**config.mk**
```make
export PLATFORM = sky130hd
export DESIGN_NAME = strict_base64url_decoder_unit_flat
export DESIGN_NICKNAME = d
export VERILOG_FILES = /design/src/hdl/b64d_pkg.sv /design/src/hdl/b64d_if.sv /design/src/hdl/b64d_front.sv /design/src/hdl/b64d_queue.sv /design/src/hdl/b64d_back.sv /design/src/hdl/strict_base64url_decoder_unit.sv /design/src/flat_wrapper.sv
export SDC_FILE = /design/constraint.sdc
export NUM_CORES = 1
export LEC_CHECK = 0
export ABC_AREA = 1
export BUFFER_PORTS_ARGS = -buffer_cell sky130_fd_sc_hd__buf_4
export CAP_MARGIN = 10
export CELL_PAD_IN_SITES_DETAIL_PLACEMENT = 1
export CELL_PAD_IN_SITES_GLOBAL_PLACEMENT = 1
export CORE_MARGIN = 2
export CORE_UTILIZATION = 39
export CTS_CLUSTER_DIAMETER = 150
export DETAILED_ROUTE_END_ITERATION = 16
export PLACE_DENSITY = 0.76
export RECOVER_POWER = 25
export SYNTH_ARGS = -nofsm -noshare
export SYNTH_HDL_FRONTEND = slang
export SYNTH_SLANG_ARGS = --single-unit
```
**constraint.sdc**
```tcl
create_clock -name clk -period 4.35 [get_ports clk]
set_clock_uncertainty 0.05 [all_clocks]
set_input_delay 0.6525 -clock clk [delete_from_list [all_inputs] [get_ports clk]]
set_output_delay 0.6525 -clock clk [all_outputs]
set_load 0.02 [all_outputs]
```
**src/hdl/b64d_pkg.sv**
```systemverilog
`default_nettype none

package b64d_pkg;

  localparam int SYM_W    = 8;
  localparam int VAL_W    = 6;
  localparam int GROUP_W  = 3 * VAL_W;
  localparam int MAX_ITEMS = 3;

  localparam logic FUNC_CHAR   = 1'b0;
  localparam logic FUNC_FINISH = 1'b1;

  localparam logic KIND_DATA   = 1'b0;
  localparam logic KIND_STATUS = 1'b1;

  localparam logic [7:0] CH_UPPER_A = 8'h41;
  localparam logic [7:0] CH_UPPER_Z = 8'h5A;
  localparam logic [7:0] CH_LOWER_A = 8'h61;
  localparam logic [7:0] CH_LOWER_Z = 8'h7A;
  localparam logic [7:0] CH_DIGIT_0 = 8'h30;
  localparam logic [7:0] CH_DIGIT_9 = 8'h39;
  localparam logic [7:0] CH_DASH    = 8'h2D;
  localparam logic [7:0] CH_UNDER   = 8'h5F;

  localparam logic [5:0] VAL_LOWER_BASE = 6'd26;
  localparam logic [5:0] VAL_DIGIT_BASE = 6'd52;
  localparam logic [5:0] VAL_DASH       = 6'd62;
  localparam logic [5:0] VAL_UNDER      = 6'd63;

  // trailing bits that must be zero in a two- or three-symbol tail
  localparam logic [GROUP_W-1:0] TAIL2_MASK = GROUP_W'(8'h0F);
  localparam logic [GROUP_W-1:0] TAIL3_MASK = GROUP_W'(8'h03);

  typedef enum logic [1:0] {
    ERR_NONE      = 2'd0,
    ERR_TAIL_ONE  = 2'd1,
    ERR_ILLEGAL   = 2'd2,
    ERR_TAIL_BITS = 2'd3
  } err_t;

  typedef struct packed {
    logic             ok;
    logic [VAL_W-1:0] val;
  } sym_val_t;

  typedef struct packed {
    logic       kind;
    logic [7:0] data_byte;
    err_t       status;
    logic       last;
  } out_item_t;

  // up to three result items caused by one input item
  typedef struct packed {
    logic [1:0]                  n_items;
    out_item_t [MAX_ITEMS-1:0]   items;
  } job_t;

  function automatic sym_val_t sym_to_val(input logic [SYM_W-1:0] ch);
    sym_val_t r;
    r.ok  = 1'b1;
    r.val = '0;
    if (ch >= CH_UPPER_A && ch <= CH_UPPER_Z) begin
      r.val = 6'(ch - CH_UPPER_A);
    end else if (ch >= CH_LOWER_A && ch <= CH_LOWER_Z) begin
      r.val = 6'(ch - CH_LOWER_A) + VAL_LOWER_BASE;
    end else if (ch >= CH_DIGIT_0 && ch <= CH_DIGIT_9) begin
      r.val = 6'(ch - CH_DIGIT_0) + VAL_DIGIT_BASE;
    end else if (ch == CH_DASH) begin
      r.val = VAL_DASH;
    end else if (ch == CH_UNDER) begin
      r.val = VAL_UNDER;
    end else begin
      r.ok = 1'b0;
    end
    return r;
  endfunction

  function automatic out_item_t data_item(input logic [7:0] b);
    out_item_t it;
    it.kind      = KIND_DATA;
    it.data_byte = b;
    it.status    = ERR_NONE;
    it.last      = 1'b0;
    return it;
  endfunction

  function automatic out_item_t status_item(input err_t e);
    out_item_t it;
    it.kind      = KIND_STATUS;
    it.data_byte = 8'h00;
    it.status    = e;
    it.last      = 1'b1;
    return it;
  endfunction

endpackage

`default_nettype wire

```
**src/hdl/b64d_if.sv**
```systemverilog
`default_nettype none

interface b64d_in_if;
  logic       valid;
  logic       ready;
  logic       func;
  logic [7:0] symbol;

  modport source (output valid, output func, output symbol, input ready);
  modport sink   (input valid, input func, input symbol, output ready);
endinterface

interface b64d_out_if;
  logic       valid;
  logic       ready;
  logic       kind;
  logic [7:0] data_byte;
  logic [1:0] status;
  logic       last;

  modport source (output valid, output kind, output data_byte, output status,
                  output last, input ready);
  modport sink   (input valid, input kind, input data_byte, input status,
                  input last, output ready);
endinterface

`default_nettype wire

```
**src/hdl/b64d_front.sv**
```systemverilog
`default_nettype none

module b64d_front
  import b64d_pkg::*;
(
  input  wire logic   clk,
  input  wire logic   rst_n,
  b64d_in_if.sink     in_ch,
  input  wire logic   q_full,
  output logic        push,
  output job_t        push_job
);

  logic [GROUP_W-1:0] group_r, group_nxt;
  logic [1:0]         count_r, count_nxt;
  err_t               err_r, err_nxt;

  logic               accept;
  sym_val_t           sv;
  logic [23:0]        triple;

  assign in_ch.ready = !q_full;
  assign accept      = in_ch.valid && in_ch.ready;
  assign sv          = sym_to_val(in_ch.symbol);
  assign triple      = {group_r, sv.val};

  always_comb begin
    group_nxt = group_r;
    count_nxt = count_r;
    err_nxt   = err_r;
    push      = 1'b0;
    push_job  = '0;

    if (accept) begin
      if (in_ch.func == FUNC_CHAR) begin
        if (err_r == ERR_NONE) begin
          if (!sv.ok) begin
            err_nxt   = ERR_ILLEGAL;
            group_nxt = '0;
            count_nxt = '0;
          end else if (count_r != 2'd3) begin
            group_nxt = {group_r[GROUP_W-VAL_W-1:0], sv.val};
            count_nxt = count_r + 2'd1;
          end else begin
            push              = 1'b1;
            push_job.n_items  = 2'd3;
            push_job.items[0] = data_item(triple[23:16]);
            push_job.items[1] = data_item(triple[15:8]);
            push_job.items[2] = data_item(triple[7:0]);
            group_nxt         = '0;
            count_nxt         = '0;
          end
        end
      end else begin
        // finish: optional tail bytes, then the closing status
        push              = 1'b1;
        push_job.n_items  = 2'd1;
        push_job.items[0] = status_item(err_r);
        if (err_r == ERR_NONE) begin
          case (count_r)
            2'd1: push_job.items[0] = status_item(ERR_TAIL_ONE);
            2'd2: begin
              if ((group_r & TAIL2_MASK) != '0) begin
                push_job.items[0] = status_item(ERR_TAIL_BITS);
              end else begin
                push_job.n_items  = 2'd2;
                push_job.items[0] = data_item(group_r[11:4]);
                push_job.items[1] = status_item(ERR_NONE);
              end
            end
            2'd3: begin
              if ((group_r & TAIL3_MASK) != '0) begin
                push_job.items[0] = status_item(ERR_TAIL_BITS);
              end else begin
                push_job.n_items  = 2'd3;
                push_job.items[0] = data_item(group_r[17:10]);
                push_job.items[1] = data_item(group_r[9:2]);
                push_job.items[2] = status_item(ERR_NONE);
              end
            end
            default: ;
          endcase
        end
        group_nxt = '0;
        count_nxt = '0;
        err_nxt   = ERR_NONE;
      end
    end
  end

  always_ff @(posedge clk) begin
    if (!rst_n) begin
      group_r <= '0;
      count_r <= '0;
      err_r   <= ERR_NONE;
    end else begin
      group_r <= group_nxt;
      count_r <= count_nxt;
      err_r   <= err_nxt;
    end
  end

endmodule

`default_nettype wire

```
**src/hdl/b64d_queue.sv**
```systemverilog
`default_nettype none

module b64d_queue
  import b64d_pkg::*;
#(
  parameter int DEPTH = 4
) (
  input  wire logic  clk,
  input  wire logic  rst_n,
  input  wire logic  push,
  input  job_t       push_job,
  output logic       full,
  input  wire logic  pop,
  output logic       head_valid,
  output job_t       head_job
);

  localparam int PW = (DEPTH > 1) ? $clog2(DEPTH) : 1;
  localparam int CW = $clog2(DEPTH + 1);

  job_t          mem_r [DEPTH];
  logic [PW-1:0] wr_ptr_r, rd_ptr_r;
  logic [CW-1:0] cnt_r;

  assign full       = (cnt_r == CW'(DEPTH));
  assign head_valid = (cnt_r != '0);
  assign head_job   = mem_r[rd_ptr_r];

  function automatic logic [PW-1:0] ptr_inc(input logic [PW-1:0] p);
    return (p == PW'(DEPTH - 1)) ? '0 : p + PW'(1);
  endfunction

  always_ff @(posedge clk) begin
    if (push) begin
      mem_r[wr_ptr_r] <= push_job;
    end
  end

  always_ff @(posedge clk) begin
    if (!rst_n) begin
      wr_ptr_r <= '0;
      rd_ptr_r <= '0;
      cnt_r    <= '0;
    end else begin
      if (push) wr_ptr_r <= ptr_inc(wr_ptr_r);
      if (pop)  rd_ptr_r <= ptr_inc(rd_ptr_r);
      if (push && !pop) begin
        cnt_r <= cnt_r + CW'(1);
      end else if (pop && !push) begin
        cnt_r <= cnt_r - CW'(1);
      end
    end
  end

endmodule

`default_nettype wire

```
**src/hdl/b64d_back.sv**
```systemverilog
`default_nettype none

module b64d_back
  import b64d_pkg::*;
(
  input  wire logic  clk,
  input  wire logic  rst_n,
  input  wire logic  head_valid,
  input  job_t       head_job,
  output logic       pop,
  b64d_out_if.source out_ch
);

  logic       out_valid_r;
  out_item_t  out_item_r;
  logic [1:0] idx_r;
  logic       load;
  logic       last_of_job;

  assign load        = !out_valid_r || out_ch.ready;
  assign last_of_job = (idx_r == head_job.n_items - 2'd1);
  assign pop         = load && head_valid && last_of_job;

  always_ff @(posedge clk) begin
    if (!rst_n) begin
      out_valid_r <= 1'b0;
      idx_r       <= '0;
    end else if (load) begin
      out_valid_r <= head_valid;
      if (head_valid) begin
        idx_r <= last_of_job ? 2'd0 : idx_r + 2'd1;
      end
    end
  end

  always_ff @(posedge clk) begin
    if (load && head_valid) begin
      out_item_r <= head_job.items[idx_r];
    end
  end

  assign out_ch.valid     = out_valid_r;
  assign out_ch.kind      = out_item_r.kind;
  assign out_ch.data_byte = out_item_r.data_byte;
  assign out_ch.status    = out_item_r.status;
  assign out_ch.last      = out_item_r.last;

endmodule

`default_nettype wire

```
**src/hdl/strict_base64url_decoder_unit.sv**
```systemverilog
// Path: a result item passes through the job queue and then the output register.
// Throughput: one character per cycle unless the job queue is full; the output
//   register drains one item per cycle unless out_ch stalls, so a group's three
//   bytes or a finish's up to three items leave as the queue takes characters.
// Reset (rst_n low, synchronous): group, count and error cleared, queue empty.
`default_nettype none

module strict_base64url_decoder_unit
  import b64d_pkg::*;
#(
  parameter int QUEUE_DEPTH = 4
) (
  input  wire logic  clk,
  input  wire logic  rst_n,
  b64d_in_if.sink    in_ch,
  b64d_out_if.source out_ch
);

  logic push, pop, q_full, head_valid;
  job_t push_job, head_job;

  b64d_front u_front (
    .clk      (clk),
    .rst_n    (rst_n),
    .in_ch    (in_ch),
    .q_full   (q_full),
    .push     (push),
    .push_job (push_job)
  );

  b64d_queue #(
    .DEPTH (QUEUE_DEPTH)
  ) u_queue (
    .clk        (clk),
    .rst_n      (rst_n),
    .push       (push),
    .push_job   (push_job),
    .full       (q_full),
    .pop        (pop),
    .head_valid (head_valid),
    .head_job   (head_job)
  );

  b64d_back u_back (
    .clk        (clk),
    .rst_n      (rst_n),
    .head_valid (head_valid),
    .head_job   (head_job),
    .pop        (pop),
    .out_ch     (out_ch)
  );

  a_no_push_full: assert property (@(posedge clk) disable iff (!rst_n)
    push |-> !q_full)
    else $error("job pushed into full queue");

  a_no_pop_empty: assert property (@(posedge clk) disable iff (!rst_n)
    pop |-> head_valid)
    else $error("job popped from empty queue");

  a_status_closes: assert property (@(posedge clk) disable iff (!rst_n)
    (out_ch.valid && out_ch.kind == KIND_STATUS) |-> out_ch.last)
    else $error("status item without last");

  a_data_clean: assert property (@(posedge clk) disable iff (!rst_n)
    (out_ch.valid && out_ch.kind == KIND_DATA) |->
      (!out_ch.last && out_ch.status == ERR_NONE))
    else $error("data item carries status or last");

endmodule

`default_nettype wire
```
**src/flat_wrapper.sv**
```systemverilog
// flat-port wrapper written by rule: the top's interface ports become plain ports
module strict_base64url_decoder_unit_flat import b64d_pkg::*;
#(
  parameter int QUEUE_DEPTH = 4
)
  (clk, rst_n, in_ch_valid, in_ch_func, in_ch_symbol, in_ch_ready, out_ch_valid, out_ch_kind, out_ch_data_byte, out_ch_status, out_ch_last, out_ch_ready);
  b64d_in_if in_ch_i ();
  b64d_out_if out_ch_i ();
  input  wire logic clk;
  input  wire logic rst_n;
  input wire logic [$bits(in_ch_i.valid)-1:0] in_ch_valid;
  input wire logic [$bits(in_ch_i.func)-1:0] in_ch_func;
  input wire logic [$bits(in_ch_i.symbol)-1:0] in_ch_symbol;
  output wire logic [$bits(in_ch_i.ready)-1:0] in_ch_ready;
  output wire logic [$bits(out_ch_i.valid)-1:0] out_ch_valid;
  output wire logic [$bits(out_ch_i.kind)-1:0] out_ch_kind;
  output wire logic [$bits(out_ch_i.data_byte)-1:0] out_ch_data_byte;
  output wire logic [$bits(out_ch_i.status)-1:0] out_ch_status;
  output wire logic [$bits(out_ch_i.last)-1:0] out_ch_last;
  input wire logic [$bits(out_ch_i.ready)-1:0] out_ch_ready;
  assign in_ch_i.valid = in_ch_valid;
  assign in_ch_i.func = in_ch_func;
  assign in_ch_i.symbol = in_ch_symbol;
  assign in_ch_ready = in_ch_i.ready;
  assign out_ch_valid = out_ch_i.valid;
  assign out_ch_kind = out_ch_i.kind;
  assign out_ch_data_byte = out_ch_i.data_byte;
  assign out_ch_status = out_ch_i.status;
  assign out_ch_last = out_ch_i.last;
  assign out_ch_i.ready = out_ch_ready;
  strict_base64url_decoder_unit #(.QUEUE_DEPTH(QUEUE_DEPTH)) u_core (.clk(clk), .rst_n(rst_n), .in_ch(in_ch_i), .out_ch(out_ch_i));
endmodule
```
==> impl_results.md <==
- DRT antenna net count: 0
- Synth Cell Area: 7840 um2
- Max stage delay on crit path: 680 ps
- Max-slew violation count: 0
- Syn avg cell area: 9.87 um2
- Setup violators final: 0
- Cell Chain, Critical Path: buf_4 -> inv_1 -> ha_1 -> inv_2 -> nand2_1 -> nand2_1 -> nor2_1 -> nor2_8 -> nand2_1 -> nand3_1 -> nand3_1 -> clkinvlp_2 -> nand2_1 -> a21oi_1
- Register area share after synthesis: 60.2%
- Ys async rst share: 0%
- Share of cells above drive strength 1: 11.8%
- Die Area: 21,200 um2
- Row cnt: 51
- Crit path kind: primary input to flip-flop
- WP data arrival: 3800 ps
- Final WL: 19.6 mm
- Setup crit start kind: primary input
- Top cells by area, synth: edfxtp_1 (52%), dfxtp_1 (8.4%), nand2_1 (6.2%)
- Final nets: 848
- Final HPWL DP: 13.1 mm
- Vias: 5,625
- Synth Register Bits: 168
- Worst EP required: 4580 ps
- Vias in the first global route: 5,792
- Yosys warns: 0
- Period utilization: 82.1%
- Crit path capture type: flip-flop
- Predominant post-synthesis flop cell: edfxtp_1
- Leak: 3.24 nW
- Post_cts resized: 0
- Reg-to-reg critical path endpoint: u_core.u_queue.cnt_r[1]
- 1st-iter DRT viols: 333
- Antenna cells: 0
- Crit-path max FO: 13
- PnR worst setup slack: 780 ps
- First-pass GRT wire length: 31.2 mm
- R2R cell count: 13
- Most frequent cells in the layout: edfxtp_1 (135), nand2_1 (130), nor2_1 (114), o21ai_0 (66), inv_1 (59)
- DR pass1 iterations: 4
- Drt drc: 0
- Clock Sinks: 168
- CTS H-tree lvls: 4
- Post-CTS setup buffer count: 0
- Setup TNS Final: 0 ps
- Layout Cells excl Fill: 1,093
- Die H: 146 um
- Yosys cell types: 41
- Cells after Synth: 794
- CP max-delay cell: clkinvlp_2
- Area delta synth->final: 11.5%
- RSZ-0062 raised after global routing: false
- DP Area: 8290 um2
- Syn_nets: 826
- Worst Hold Class: flip-flop to flip-flop
- Pre-CTS setup slack: 734 ps
- CTS Buf Count: 17
- Worst vdd ir: 0.264 mV
- Total GRT Usage: 19.0%
- Hold path depth: 2
- Most common cell after layout, fill and taps aside: edfxtp_1
- IO buf count: 26
- Io pins: 27
- CTS tree: built
- Grt ovf: 0
- Max Fclk: 280 MHz
- Post-synth EDFFs: 135
- Initial Util: 40.0%
- M1 wire length: 8.84 mm
- Max-slew headroom: 21.6%
- Vias per inst: 5.15
- Worst slew pin tran: 1180 ps
- R2R setup slack: 890 ps
- Max cap viols: 0
- Highest routed layer: met4
- Synth area leader: edfxtp_1
- Most frequent CP cell: nand2_1
- Met2 WL: 9.67 mm
- Min cycle time layout: 3570 ps
- Clock root buffer: clkbuf_16
- Initial antenna violation count: 0
- Routability cong.: 0.865
- Hold Vio Cnt, Final: 0
- Status: finished, final reports clean
- DR WL met3: 789 um
- Share of the synthesized area in the top cell type: 51.7%
- Hold Startpoint: u_core.u_front.group_r[9]
- Wirelength per Cell: 18.0 um
- Final hold slack: 433 ps
- Pin count of the biggest net entering global routing: 59
- Final instance area: 8740 um2
- Worst skew pair latency: 430 ps
- Cts hold-fix bufs: 0
- Hold endpoint: u_core.u_front.group_r[15]
- Placed Cells: 1,062
- Core Area: 19,600 um2
- Clock slew at reported path FFs: 60 ps
- CTS max path bufs: 2
- Power per cell area: 526 nW/um2
- Die width: 146 um
-- synth_stat cells (2+ instances only) --
master,number
nor2_2,4
buf_6,2
o22ai_1,35
nand3_4,2
edfxtp_1,135
clkbuf_1,23
a21oi_2,12
o21ai_1,4
buf_2,4
buf_4,3
xor2_1,7
nand2_2,17
a21oi_1,35
nor3_1,8
o21ai_0,65
ha_1,18
nand3_2,2
nand2_1,129
nand4_1,2
dfxtp_1,33
nor2_1,117
nand3_1,50
nand3b_1,2
inv_1,56
inv_2,13
-- metal layers --
metal,track usage (%),vias up
li1,-,2748
met1,24.4,2753
met2,32.1,98
met3,4.01,26
met4,6.18,0
met5,0,-
-- critical path: cells and delay by family --
family          cells  cell delay (ps)
fa+ha+maj           1              230
simple gates        8             1820
compound gates      1               80
buf+inv             4             1000
-- per-stage QoR --
| step | total power, mW | util, % |
|---|---|---|
| after floorplan | 2.85 | - |
| after global placement | 3.22 | 42.3 |
| after detailed placement | 3.27 | 42.3 |
| after CTS | 4.70 | 45.2 |
| after global routing | 4.83 | 44.6 |
| final | 4.60 | 44.6 |
-- power breakdown --
group | total (mW) | leakage, nW | internal [mW] | switching [mW]
Clock | 1.43 | 0.265 | 0.833 | 0.602
Combinational | 1.13 | 1.38 | 0.312 | 0.821
Sequential | 2.03 | 1.59 | 1.94 | 0.0939
Total | 4.60 | 3.24 | 3.08 | 1.52
-- worst max path at each step --
| stage | from | end | slack (ps) | depth (start not counted) |
|---|---|---|---|---|
| after floorplan | in_ch_symbol[2] | u_core.u_queue.mem_r[0][10] | 620 | 14 |
| after global placement | in_ch_symbol[1] | u_core.u_queue.cnt_r[1] | 920 | 19 |
| after detailed placement | in_ch_symbol[1] | u_core.u_queue.cnt_r[1] | 730 | 19 |
| after CTS | in_ch_symbol[1] | u_core.u_queue.cnt_r[1] | 1210 | 19 |
| after global routing | in_ch_symbol[1] | u_core.u_queue.cnt_r[1] | 510 | 19 |
| final | in_ch_symbol[1] | u_core.u_front.group_r[6] | 780 | 14 |
-- cell type report --
cell class | instances | area (um2)
tap | 265 | 332
clock buffer | 17 | 425
fill | 2238 | 10900
inverter | 71 | 268
sequential | 168 | 4710
timing repair buffer | 37 | 219
multi-input combinational | 521 | 2640
clock inverter | 14 | 135
-- sequential cells by signal, indices dropped and copies added, names as in the netlist, named ones only --
signal                          count
u_core.u_back.out_ch.status         2
u_core.u_queue.cnt_r                3
u_core.u_queue.rd_ptr_r             2
u_core.u_queue.wr_ptr_r             2
u_core.u_front.err_r                1
u_core.u_queue.mem_r              124
u_core.u_back.idx_r                 2
u_core.u_front.count_r              2
u_core.u_back.out_ch.data_byte      8
u_core.u_back.out_ch.valid          1
u_core.u_front.group_r             18
u_core.u_back.out_ch.kind           1
-- kinds of logic after synthesis --
group / Yosys count / synth area share, %
xor+xnor: 8 / 0.894
compound gates: 153 / 11.0
buf+inv: 105 / 5.60
fa+ha+maj: 19 / 3.13
flops: 168 / 60.2
simple gates: 341 / 19.3
No activity file was read; power rests on OpenSTA's default activity.
